===== src/cal_clk_pkg.sv =====
// Shared types, constants and helper functions for the calendar clock counter.
// No dependencies; every other source file imports this package.
package cal_clk_pkg;

  localparam int YearW    = 14;
  localparam int MonthW   = 4;
  localparam int DayW     = 5;
  localparam int HourW    = 5;
  localparam int MinuteW  = 6;
  localparam int SecondW  = 6;
  localparam int WeekdayW = 3;
  localparam int StampW   = 32;
  localparam int UptimeW  = 32;
  localparam int TpsW     = 16;
  localparam int Mod25W   = 5;

  localparam int InDataW  = 80;
  localparam int OutDataW = 112;

  localparam logic [TpsW-1:0]     TpsReset     = 16'd1000;
  localparam logic [YearW-1:0]    YearReset    = 14'd2022;
  localparam logic [Mod25W-1:0]   YearMod25Rst = 5'd22;
  localparam logic [DayW-1:0]     DayReset     = 5'd1;

  localparam logic [SecondW-1:0]  SecondMax    = 6'd59;
  localparam logic [MinuteW-1:0]  MinuteMax    = 6'd59;
  localparam logic [HourW-1:0]    HourMax      = 5'd23;
  localparam logic [WeekdayW-1:0] WeekdayMax   = 3'd6;
  localparam logic [MonthW-1:0]   MonthMax     = 4'd11;
  localparam logic [MonthW-1:0]   MonthFeb     = 4'd1;
  localparam logic [YearW-1:0]    YearTop      = 14'h3FFF;
  localparam logic [Mod25W-1:0]   Mod25Max     = 5'd24;

  // floor(y / 25) == (y * Recip25) >> Recip25Shift for every 14-bit y
  localparam logic [14:0]         Recip25      = 15'd20972;
  localparam int                  Recip25Shift = 19;

  localparam logic ActTick = 1'b0;
  localparam logic ActLoad = 1'b1;

  typedef struct packed {
    logic                action;
    logic [YearW-1:0]    year;
    logic [Mod25W-1:0]   year_mod25;
    logic [MonthW-1:0]   month;
    logic [DayW-1:0]     day;
    logic [HourW-1:0]    hour;
    logic [MinuteW-1:0]  minute;
    logic [SecondW-1:0]  second;
    logic [WeekdayW-1:0] weekday;
    logic [StampW-1:0]   stamp;
  } cal_clk_item_t;

  // Month length; months past December count as 31 days.
  function automatic logic [DayW-1:0] month_len(input logic [MonthW-1:0] m,
                                                input logic leap);
    logic [DayW-1:0] len;
    begin
      case (m)
        4'd1:                      len = 5'd28;
        4'd3, 4'd5, 4'd8, 4'd10:   len = 5'd30;
        default:                   len = 5'd31;
      endcase
      if (m == MonthFeb && leap) begin
        len = 5'd29;
      end
      return len;
    end
  endfunction

  // Gregorian leap test from the low year bits and the year modulo 25.
  function automatic logic is_leap(input logic [YearW-1:0] y,
                                   input logic [Mod25W-1:0] y_mod25);
    begin
      return (y[1:0] == 2'd0) && ((y_mod25 != '0) || (y[3:0] == 4'd0));
    end
  endfunction

endpackage


===== src/cal_clk_in_stage.sv =====
// Input register of the calendar clock counter: unpacks and holds one request,
// and works out the loaded year modulo 25. Depends on cal_clk_pkg.
module cal_clk_in_stage (
  input  logic                              clk,
  input  logic                              rst,
  input  logic                              s_axis_tvalid,
  output logic                              s_axis_tready,
  // load_year, load_month, load_day, load_hour, load_minute, load_second,
  // load_weekday, load_stamp from bit 0 up, zero filled to 80 bits
  input  logic [cal_clk_pkg::InDataW-1:0]   s_axis_tdata,
  // action
  input  logic                              s_axis_tuser,
  input  logic                              adv,
  output logic                              item_valid,
  output cal_clk_pkg::cal_clk_item_t        item
);
  import cal_clk_pkg::*;

  logic                  take;
  logic [YearW-1:0]      in_year;
  logic [28:0]           recip_prod;
  logic [9:0]            quot;
  logic [YearW-1:0]      quot_x25;
  logic [YearW-1:0]      rem_full;
  cal_clk_item_t         item_next;

  assign s_axis_tready = !item_valid || adv;
  assign take          = s_axis_tvalid && s_axis_tready;

  assign in_year    = s_axis_tdata[13:0];
  assign recip_prod = {15'd0, in_year} * {14'd0, Recip25};
  assign quot       = recip_prod[28:Recip25Shift];
  assign quot_x25   = YearW'({quot, 4'd0}) + YearW'({quot, 3'd0}) + YearW'(quot);
  assign rem_full   = in_year - quot_x25;

  always_comb begin
    item_next.action     = s_axis_tuser;
    item_next.year       = in_year;
    item_next.year_mod25 = rem_full[Mod25W-1:0];
    item_next.month      = s_axis_tdata[17:14];
    item_next.day        = s_axis_tdata[22:18];
    item_next.hour       = s_axis_tdata[27:23];
    item_next.minute     = s_axis_tdata[33:28];
    item_next.second     = s_axis_tdata[39:34];
    item_next.weekday    = s_axis_tdata[42:40];
    item_next.stamp      = s_axis_tdata[74:43];
  end

  always_ff @(posedge clk) begin
    if (rst) begin
      item_valid <= 1'b0;
    end else if (take) begin
      item_valid <= 1'b1;
    end else if (adv) begin
      item_valid <= 1'b0;
    end
  end

  always_ff @(posedge clk) begin
    if (take) begin
      item <= item_next;
    end
  end

endmodule


===== src/cal_clk_core.sv =====
// Calendar state, single-pass rollover cascade and result register.
// Depends on cal_clk_pkg; fed by cal_clk_in_stage.
module cal_clk_core (
  input  logic                              clk,
  input  logic                              rst,
  input  logic [cal_clk_pkg::TpsW-1:0]      ticks_per_second,
  input  logic                              item_valid,
  input  cal_clk_pkg::cal_clk_item_t        item,
  output logic                              adv,
  output logic                              m_axis_tvalid,
  input  logic                              m_axis_tready,
  // year, month, day, hour, minute, second, weekday, epoch_seconds,
  // uptime_ms from bit 0 up, zero filled to 112 bits
  output logic [cal_clk_pkg::OutDataW-1:0]  m_axis_tdata,
  // second_pulse
  output logic                              m_axis_tuser
);
  import cal_clk_pkg::*;

  logic [TpsW-1:0]     prescaler,  prescaler_next;
  logic [SecondW-1:0]  second,     second_next;
  logic [MinuteW-1:0]  minute,     minute_next;
  logic [HourW-1:0]    hour,       hour_next;
  logic [DayW-1:0]     day,        day_next;
  logic [MonthW-1:0]   month,      month_next;
  logic [YearW-1:0]    year,       year_next;
  logic [Mod25W-1:0]   year_mod25, year_mod25_next;
  logic [WeekdayW-1:0] weekday,    weekday_next;
  logic [StampW-1:0]   stamp,      stamp_next;
  logic [UptimeW-1:0]  uptime,     uptime_next;

  logic                step;
  logic                tick;
  logic [TpsW:0]       pre_inc;
  logic                sec_done;
  logic                sec_carry, min_carry, hour_carry, day_carry, month_carry;
  logic [DayW-1:0]     cur_len;
  logic                pulse_next;

  assign adv  = !m_axis_tvalid || m_axis_tready;
  assign step = item_valid && adv;
  assign tick = (item.action == ActTick);

  assign pre_inc  = {1'b0, prescaler} + {{TpsW{1'b0}}, 1'b1};
  assign sec_done = tick && (pre_inc >= {1'b0, ticks_per_second});
  assign cur_len  = month_len(month, is_leap(year, year_mod25));

  // rollover cascade: each unit carries when it sits at or above its maximum
  assign sec_carry   = sec_done    && (second  >= SecondMax);
  assign min_carry   = sec_carry   && (minute  >= MinuteMax);
  assign hour_carry  = min_carry   && (hour    >= HourMax);
  assign day_carry   = hour_carry  && (day     >= cur_len);
  assign month_carry = day_carry   && (month   >= MonthMax);

  always_comb begin
    prescaler_next  = prescaler;
    second_next     = second;
    minute_next     = minute;
    hour_next       = hour;
    day_next        = day;
    month_next      = month;
    year_next       = year;
    year_mod25_next = year_mod25;
    weekday_next    = weekday;
    stamp_next      = stamp;
    uptime_next     = uptime;
    pulse_next      = 1'b0;
    if (!tick) begin
      year_next       = item.year;
      year_mod25_next = item.year_mod25;
      month_next      = item.month;
      day_next        = item.day;
      hour_next       = item.hour;
      minute_next     = item.minute;
      second_next     = item.second;
      weekday_next    = item.weekday;
      stamp_next      = item.stamp;
    end else begin
      uptime_next    = uptime + 32'd1;
      prescaler_next = sec_done ? '0 : pre_inc[TpsW-1:0];
      if (sec_done) begin
        pulse_next  = 1'b1;
        stamp_next  = stamp + 32'd1;
        second_next = sec_carry ? '0 : second + 6'd1;
      end
      if (sec_carry) begin
        minute_next = min_carry ? '0 : minute + 6'd1;
      end
      if (min_carry) begin
        hour_next = hour_carry ? '0 : hour + 5'd1;
      end
      if (hour_carry) begin
        weekday_next = (weekday >= WeekdayMax) ? '0 : weekday + 3'd1;
        day_next     = day_carry ? DayReset : day + 5'd1;
      end
      if (day_carry) begin
        month_next = month_carry ? '0 : month + 4'd1;
      end
      if (month_carry) begin
        year_next = year + 14'd1;
        // keep the modulo-25 shadow in step, including the wrap to year 0
        if (year == YearTop || year_mod25 >= Mod25Max) begin
          year_mod25_next = '0;
        end else begin
          year_mod25_next = year_mod25 + 5'd1;
        end
      end
    end
  end

  always_ff @(posedge clk) begin
    if (rst) begin
      prescaler  <= '0;
      second     <= '0;
      minute     <= '0;
      hour       <= '0;
      day        <= DayReset;
      month      <= '0;
      year       <= YearReset;
      year_mod25 <= YearMod25Rst;
      weekday    <= '0;
      stamp      <= '0;
      uptime     <= '0;
    end else if (step) begin
      prescaler  <= prescaler_next;
      second     <= second_next;
      minute     <= minute_next;
      hour       <= hour_next;
      day        <= day_next;
      month      <= month_next;
      year       <= year_next;
      year_mod25 <= year_mod25_next;
      weekday    <= weekday_next;
      stamp      <= stamp_next;
      uptime     <= uptime_next;
    end
  end

  always_ff @(posedge clk) begin
    if (rst) begin
      m_axis_tvalid <= 1'b0;
    end else if (adv) begin
      m_axis_tvalid <= item_valid;
    end
  end

  always_ff @(posedge clk) begin
    if (step) begin
      m_axis_tdata <= {5'd0, uptime_next, stamp_next, weekday_next, second_next,
                       minute_next, hour_next, day_next, month_next, year_next};
      m_axis_tuser <= pulse_next;
    end
  end

  a_mod25_range: assert property (@(posedge clk) disable iff (rst)
    year_mod25 <= Mod25Max)
    else $error("year modulo-25 shadow out of range");

  a_tick_uptime: assert property (@(posedge clk) disable iff (rst)
    step && tick |=> uptime == $past(uptime) + 32'd1)
    else $error("uptime did not advance on a tick");

  a_hold_idle: assert property (@(posedge clk) disable iff (rst)
    !step |=> $stable(uptime) && $stable(stamp) && $stable(prescaler))
    else $error("state changed without a request");

  a_load_stamp: assert property (@(posedge clk) disable iff (rst)
    step && !tick |=> stamp == $past(item.stamp) && !m_axis_tuser)
    else $error("load did not set the timestamp");

  a_pulse_stamp: assert property (@(posedge clk) disable iff (rst)
    step && sec_done |=> stamp == $past(stamp) + 32'd1 && prescaler == '0)
    else $error("completed second did not advance the timestamp");

endmodule


===== src/calendar_clock_counter_top.sv =====
// Top level of the calendar clock counter: configuration register and the two
// pipeline stages. Depends on cal_clk_pkg, cal_clk_in_stage and cal_clk_core.
//
// Each request is either a millisecond tick (tuser low) or a load of the
// calendar, weekday and epoch timestamp (tuser high); each produces exactly one
// result showing the calendar after that request. The block takes one request
// per cycle unless the result side stalls; each goes from the input register
// through the rollover cascade into the result register. The whole
// second-to-year rollover, including the Gregorian leap test, is resolved in
// the cascade; the leap test uses a year-modulo-25 value kept beside the year,
// computed from the loaded year in the input stage. ticks_per_second (reset
// 1000) is written through cfg_wr_en / cfg_wr_data, by the user only while
// the block is idle (not enforced); zero makes every tick complete a second.
module calendar_clock_counter_top (
  input  logic                              clk,
  input  logic                              rst,
  input  logic                              cfg_wr_en,
  input  logic [cal_clk_pkg::TpsW-1:0]      cfg_wr_data,
  input  logic                              s_axis_tvalid,
  output logic                              s_axis_tready,
  // load_year, load_month, load_day, load_hour, load_minute, load_second,
  // load_weekday, load_stamp from bit 0 up, zero filled to 80 bits
  input  logic [cal_clk_pkg::InDataW-1:0]   s_axis_tdata,
  // action
  input  logic                              s_axis_tuser,
  output logic                              m_axis_tvalid,
  input  logic                              m_axis_tready,
  // year, month, day, hour, minute, second, weekday, epoch_seconds,
  // uptime_ms from bit 0 up, zero filled to 112 bits
  output logic [cal_clk_pkg::OutDataW-1:0]  m_axis_tdata,
  // second_pulse
  output logic                              m_axis_tuser
);
  import cal_clk_pkg::*;

  logic [TpsW-1:0] ticks_per_second;
  logic            adv;
  logic            item_valid;
  cal_clk_item_t   item;

  always_ff @(posedge clk) begin
    if (rst) begin
      ticks_per_second <= TpsReset;
    end else if (cfg_wr_en) begin
      ticks_per_second <= cfg_wr_data;
    end
  end

  cal_clk_in_stage u_in_stage (
    .clk           (clk),
    .rst           (rst),
    .s_axis_tvalid (s_axis_tvalid),
    .s_axis_tready (s_axis_tready),
    .s_axis_tdata  (s_axis_tdata),
    .s_axis_tuser  (s_axis_tuser),
    .adv           (adv),
    .item_valid    (item_valid),
    .item          (item)
  );

  cal_clk_core u_core (
    .clk              (clk),
    .rst              (rst),
    .ticks_per_second (ticks_per_second),
    .item_valid       (item_valid),
    .item             (item),
    .adv              (adv),
    .m_axis_tvalid    (m_axis_tvalid),
    .m_axis_tready    (m_axis_tready),
    .m_axis_tdata     (m_axis_tdata),
    .m_axis_tuser     (m_axis_tuser)
  );

endmodule


===== config.mk =====
export PLATFORM = sky130hd
export DESIGN_NAME = calendar_clock_counter_top
export DESIGN_NICKNAME = d
export VERILOG_FILES = /design/src/cal_clk_pkg.sv /design/src/cal_clk_in_stage.sv /design/src/cal_clk_core.sv /design/src/calendar_clock_counter_top.sv
export SDC_FILE = /design/constraint.sdc
export NUM_CORES = 1
export LEC_CHECK = 0
export ABC_AREA = 0
export BUFFER_PORTS_ARGS = -buffer_cell sky130_fd_sc_hd__clkbuf_2
export CORE_MARGIN = 1.5
export CORE_UTILIZATION = 55
export CTS_BUF_LIST = sky130_fd_sc_hd__clkbuf_16
export DETAILED_ROUTE_END_ITERATION = 7
export PLACE_DENSITY = 0.79
export SLEW_MARGIN = 25
export SYNTH_ARGS = -nofsm -noshare
export SYNTH_HDL_FRONTEND = slang
export SYNTH_SLANG_ARGS = --single-unit

===== constraint.sdc =====
create_clock -name clk -period 8.2 [get_ports clk]
set_input_delay 0.82 -clock clk [delete_from_list [all_inputs] [get_ports clk]]
set_output_delay 0.82 -clock clk [all_outputs]
set_load 0.03 [all_outputs]

==> results_tabular.tex <==
\begin{tabular}{lr}
\hline
Metric & Value \\
\hline
\multicolumn{2}{l}{\textbf{STA}} \\
Setup-violating endpoint count in the final report & 0 \\
Fin. max-slew vios & 0 \\
Count of endpoints failing hold in the final timing report & 0 \\
Minimum period implied by the final worst setup slack & 7.05 ns \\
Normalized max-slew margin & 41.1\% \\
Worst hold slack & 0.462 ns \\
Slew at the pin with the worst max-slew slack & 0.883 ns \\
Portion of the clock cycle consumed by the worst path in the final layout & 86.0\% \\
Fin Clk Skew & 0.0229 ns \\
Fin worst setup slack & 1.15 ns \\
Setup TNS & 0 ns \\
Setup repair after global routing missed its margin & false \\
Achievable frequency & 142 MHz \\
\multicolumn{2}{l}{\textbf{Yosys}} \\
Simple-gate area share of the yosys netlist & 14.1\% \\
Fraction of synthesized area in multiplexers & 1.19\% \\
Yosys cell types & 85 \\
Cell taking the most area after synthesis & sky130\_fd\_sc\_hd\_\_edfxtp\_1 \\
Xor and xnor area share after synthesis & 5.62\% \\
Most frequently used flop master after synthesis & sky130\_fd\_sc\_hd\_\_edfxtp\_1 \\
Flop and latch count out of synthesis & 335 \\
Number of synthesis warnings & 0 \\
Number of cells produced by synthesis & 1920 \\
Combinational family with the most area after synthesis & compound AO/OA/AOI/OAI gates \\
Post-synthesis sequential area ratio & 44.9\% \\
Fraction of synthesized cell area taken by the top area cell type & 29.6\% \\
Top cells by area, synth & sky130\_fd\_sc\_hd\_\_edfxtp\_1 (30\%), sky130\_fd\_sc\_hd\_\_dfxtp\_1 (15\%), sky130\_fd\_sc\_hd\_\_ha\_1 (7.6\%) \\
Async set-or-reset flop fraction in the synthesized netlist & 0\% \\
Post-synthesis share of cell area spent on full adders, half adders and majority gates & 14.2\% \\
Netlist area before placement & 19200 um\^{}2 \\
Post-synth EDFFs & 189 \\
Fraction of the mapped netlist area in compound gates & 14.2\% \\
Avg Cell Area, Syn & 9.98 um\^{}2 \\
\multicolumn{2}{l}{\textbf{Worst setup path}} \\
Data arrival time of the worst path & 7.31 ns \\
Worst endpoint required time & 8.46 ns \\
Crit Path Max Fanout & 7 \\
WS Path Type & input pin to flop \\
Kind of end point of the critical path & flop \\
Element type at the critical path start & input pin \\
Crit path max-delay cell type & sky130\_fd\_sc\_hd\_\_fa\_1 \\
Largest stage delay, worst path & 0.55 ns \\
\multicolumn{2}{l}{\textbf{GRT}} \\
GR Overflow Total & 0 \\
Via count of the first global-routing pass & 14225 \\
Wire length of the first global-routing pass & 73200 um \\
GR Util All Layers & 25.3\% \\
Antenna violations before repair & 0 \\
Pin count of the biggest net entering global routing & 112 \\
\multicolumn{2}{l}{\textbf{Cells and area}} \\
Final net count & 2362 \\
Area growth from synthesis to final layout & 12.7\% \\
Diode insertion count for antenna repair & 0 \\
Number of filler instances in the final layout & 2755 \\
FF/Latch Area & 8600 um\^{}2 \\
Multi-input gate area & 9500 um\^{}2 \\
Proportion of layout cells with a drive suffix above 1 & 14.8\% \\
Util after Layout & 62.7\% \\
\multicolumn{2}{l}{\textbf{Clock network}} \\
Clk buf depth & 3 \\
Setup Buffers After CTS & 0 \\
Inserted Clock Buffers & 35 \\
Post-CTS clock slew at the launch and capture registers of the worst setup and hold paths & 0.06 ns \\
Clock insertion delay at the later pin of the skew report & 0.53 ns \\
Cell at the root of the clock tree & sky130\_fd\_sc\_hd\_\_clkbuf\_16 \\
PostCTS Resize Cnt & 0 \\
CTS H-tree depth & 2 \\
Count of hold-fix buffers inserted at cts & 0 \\
Clock Sinks & 335 \\
TritonCTS clock tree & yes \\
\multicolumn{2}{l}{\textbf{Placement}} \\
Detail Placement HPWL & 31700 um \\
Worst setup timing slack at the placement stage & 0.703 ns \\
Gpl congestion & 0.901 \\
Number of I/O port buffers & 206 \\
\multicolumn{2}{l}{\textbf{Drt}} \\
Vias & 15014 \\
Router iterations before antenna repair & 5 \\
Detail Route Antenna Nets & 0 \\
Post-DR vias/cell & 5.86 \\
Routed wire length & 46200 um \\
DRC violation count after routing & 0 \\
Starting DRC count in detailed routing & 1388 \\
Routed wire per std cell & 18.0 um \\
\multicolumn{2}{l}{\textbf{Power and ir drop}} \\
Cell Pwr Density & 262 nW/um\^{}2 \\
Total leakage power & 8.68 nW \\
VDD IR max & 0.349 mV \\
Overall power consumption & 5.66 mW \\
\multicolumn{2}{l}{\textbf{Floorplanning}} \\
Site Rows & 68 \\
Number of primary I/O pins & 217 \\
Horizontal die dimension & 190 um \\
Die outline height & 190 um \\
Area of the core & 34500 um\^{}2 \\
Area enclosed by the die boundary & 36000 um\^{}2 \\
Initial standard-cell utilization of the core & 55.6\% \\
\multicolumn{2}{l}{\textbf{Status}} \\
Result of the run & finished, final reports clean \\
\multicolumn{2}{l}{\textbf{Worst hold path}} \\
Kind of path behind the tightest hold check & flop to flop \\
\multicolumn{2}{l}{\textbf{Run}} \\
Max capacitance violation total & 0 \\
\hline
\end{tabular}
[final timing paths]
check / start / end / slack (ns) / depth (start not counted)
worst max-delay path: s_axis_tdata[4] / u_in_stage.item[65]$_DFFE_PP_ / 1.15 / 29
worst min-delay path: u_core.prescaler[13]$_SDFFE_PP0P_ / u_core.prescaler[13]$_SDFFE_PP0P_ / 0.46 / 2
worst max register to register: u_core.prescaler[0]$_SDFFE_PP0P_ / u_core.stamp[21]$_SDFFE_PP0P_ / 3.38 / 16
worst min register to register: u_core.prescaler[13]$_SDFFE_PP0P_ / u_core.prescaler[13]$_SDFFE_PP0P_ / 0.46 / 2
[layout by cell type (no fill, tap or decap), types with 19 or more instances in the layout]
cell type / n
sky130_fd_sc_hd__dfxtp_1: 146
sky130_fd_sc_hd__clkbuf_16: 35
sky130_fd_sc_hd__ha_1: 117
sky130_fd_sc_hd__o21ai_0: 115
sky130_fd_sc_hd__xor2_1: 49
sky130_fd_sc_hd__nor2_1: 142
sky130_fd_sc_hd__a21oi_1: 98
sky130_fd_sc_hd__nand4_1: 30
sky130_fd_sc_hd__xnor2_1: 74
sky130_fd_sc_hd__edfxtp_1: 189
sky130_fd_sc_hd__nand2_1: 172
sky130_fd_sc_hd__nor3_1: 24
sky130_fd_sc_hd__and3_1: 19
sky130_fd_sc_hd__clkbuf_2: 205
sky130_fd_sc_hd__nand3_1: 78
sky130_fd_sc_hd__inv_1: 182
sky130_fd_sc_hd__fa_1: 63
sky130_fd_sc_hd__a31oi_1: 28
[logic make-up after synthesis]
family,after synthesis
XOR/XNOR,123
flip-flops,335
AO/OA/AOI/OAI,415
AND/OR/NAND/NOR,563
other,1
multiplexers,22
buffers and inverters,281
adder cells (fa/ha/maj),180
[per-stage QoR]
stage | cells | instance area, um^2
after floorplan | 1924 | 19200
after global placement | 2498 | 20500
after detailed placement | 2498 | 20500
after CTS | 2561 | 21600
after global routing | 2561 | 21600
final | 2561 | 21600
[registers in the layout, summed over array words and instances (netlist names), 4 cells and up]
| name | count |
|---|---|
| u_core.m_axis_tdata | 107 |
| u_in_stage.item | 81 |
| u_core.stamp | 32 |
| u_core.uptime | 32 |
| ticks_per_second | 16 |
| u_core.prescaler | 16 |
| u_core.year | 14 |
| u_core.minute | 6 |
| u_core.second | 6 |
| u_core.day | 5 |
| u_core.hour | 5 |
| u_core.year_mod25 | 5 |
| u_core.month | 4 |
[final cells by class]
cell class                 count  share of cell area (%)
clock inverter                28                   0.973
timing repair buffer         224                    5.46
tap                          455                    2.64
multi-input combinational   1308                    44.0
inverter                     176                    3.08
clock buffer                  35                    4.06
sequential                   335                    39.8
[report_power, final]
group          switching, mW  leakage [nW]  internal (mW)
Clock                  0.639         0.564          0.874
Combinational           1.17          5.13          0.965
Sequential            0.0577          2.98           1.96
Total                   1.86          8.68           3.80
[layer usage]
metal / part of all wire, % / global-route usage (%)
met1: 42 / 33.6
met2: 49 / 43.1
met4: 3.0 / 9.04
met3: 6.2 / 2.80
met5: 0 / 0
[critical path: cells and delay by family]
kind                     cells  cell delay [ns]
adder cells (fa/ha/maj)      9             3.41
AO/OA/AOI/OAI                7             1.44
XOR/XNOR                     5             0.70
buffers and inverters        6             0.56
AND/OR/NAND/NOR              2             0.38
[cell usage after synthesis (49+ instances only)]
cell type                  number
sky130_fd_sc_hd__a21oi_1       98
sky130_fd_sc_hd__clkbuf_1      81
sky130_fd_sc_hd__dfxtp_1      146
sky130_fd_sc_hd__edfxtp_1     189
sky130_fd_sc_hd__fa_1          63
sky130_fd_sc_hd__ha_1         117
sky130_fd_sc_hd__inv_1        176
sky130_fd_sc_hd__nand2_1      172
sky130_fd_sc_hd__nand3_1       78
sky130_fd_sc_hd__nor2_1       142
sky130_fd_sc_hd__o21ai_0      115
sky130_fd_sc_hd__xnor2_1       74
sky130_fd_sc_hd__xor2_1        49
Power figures use the tool's default switching activity.
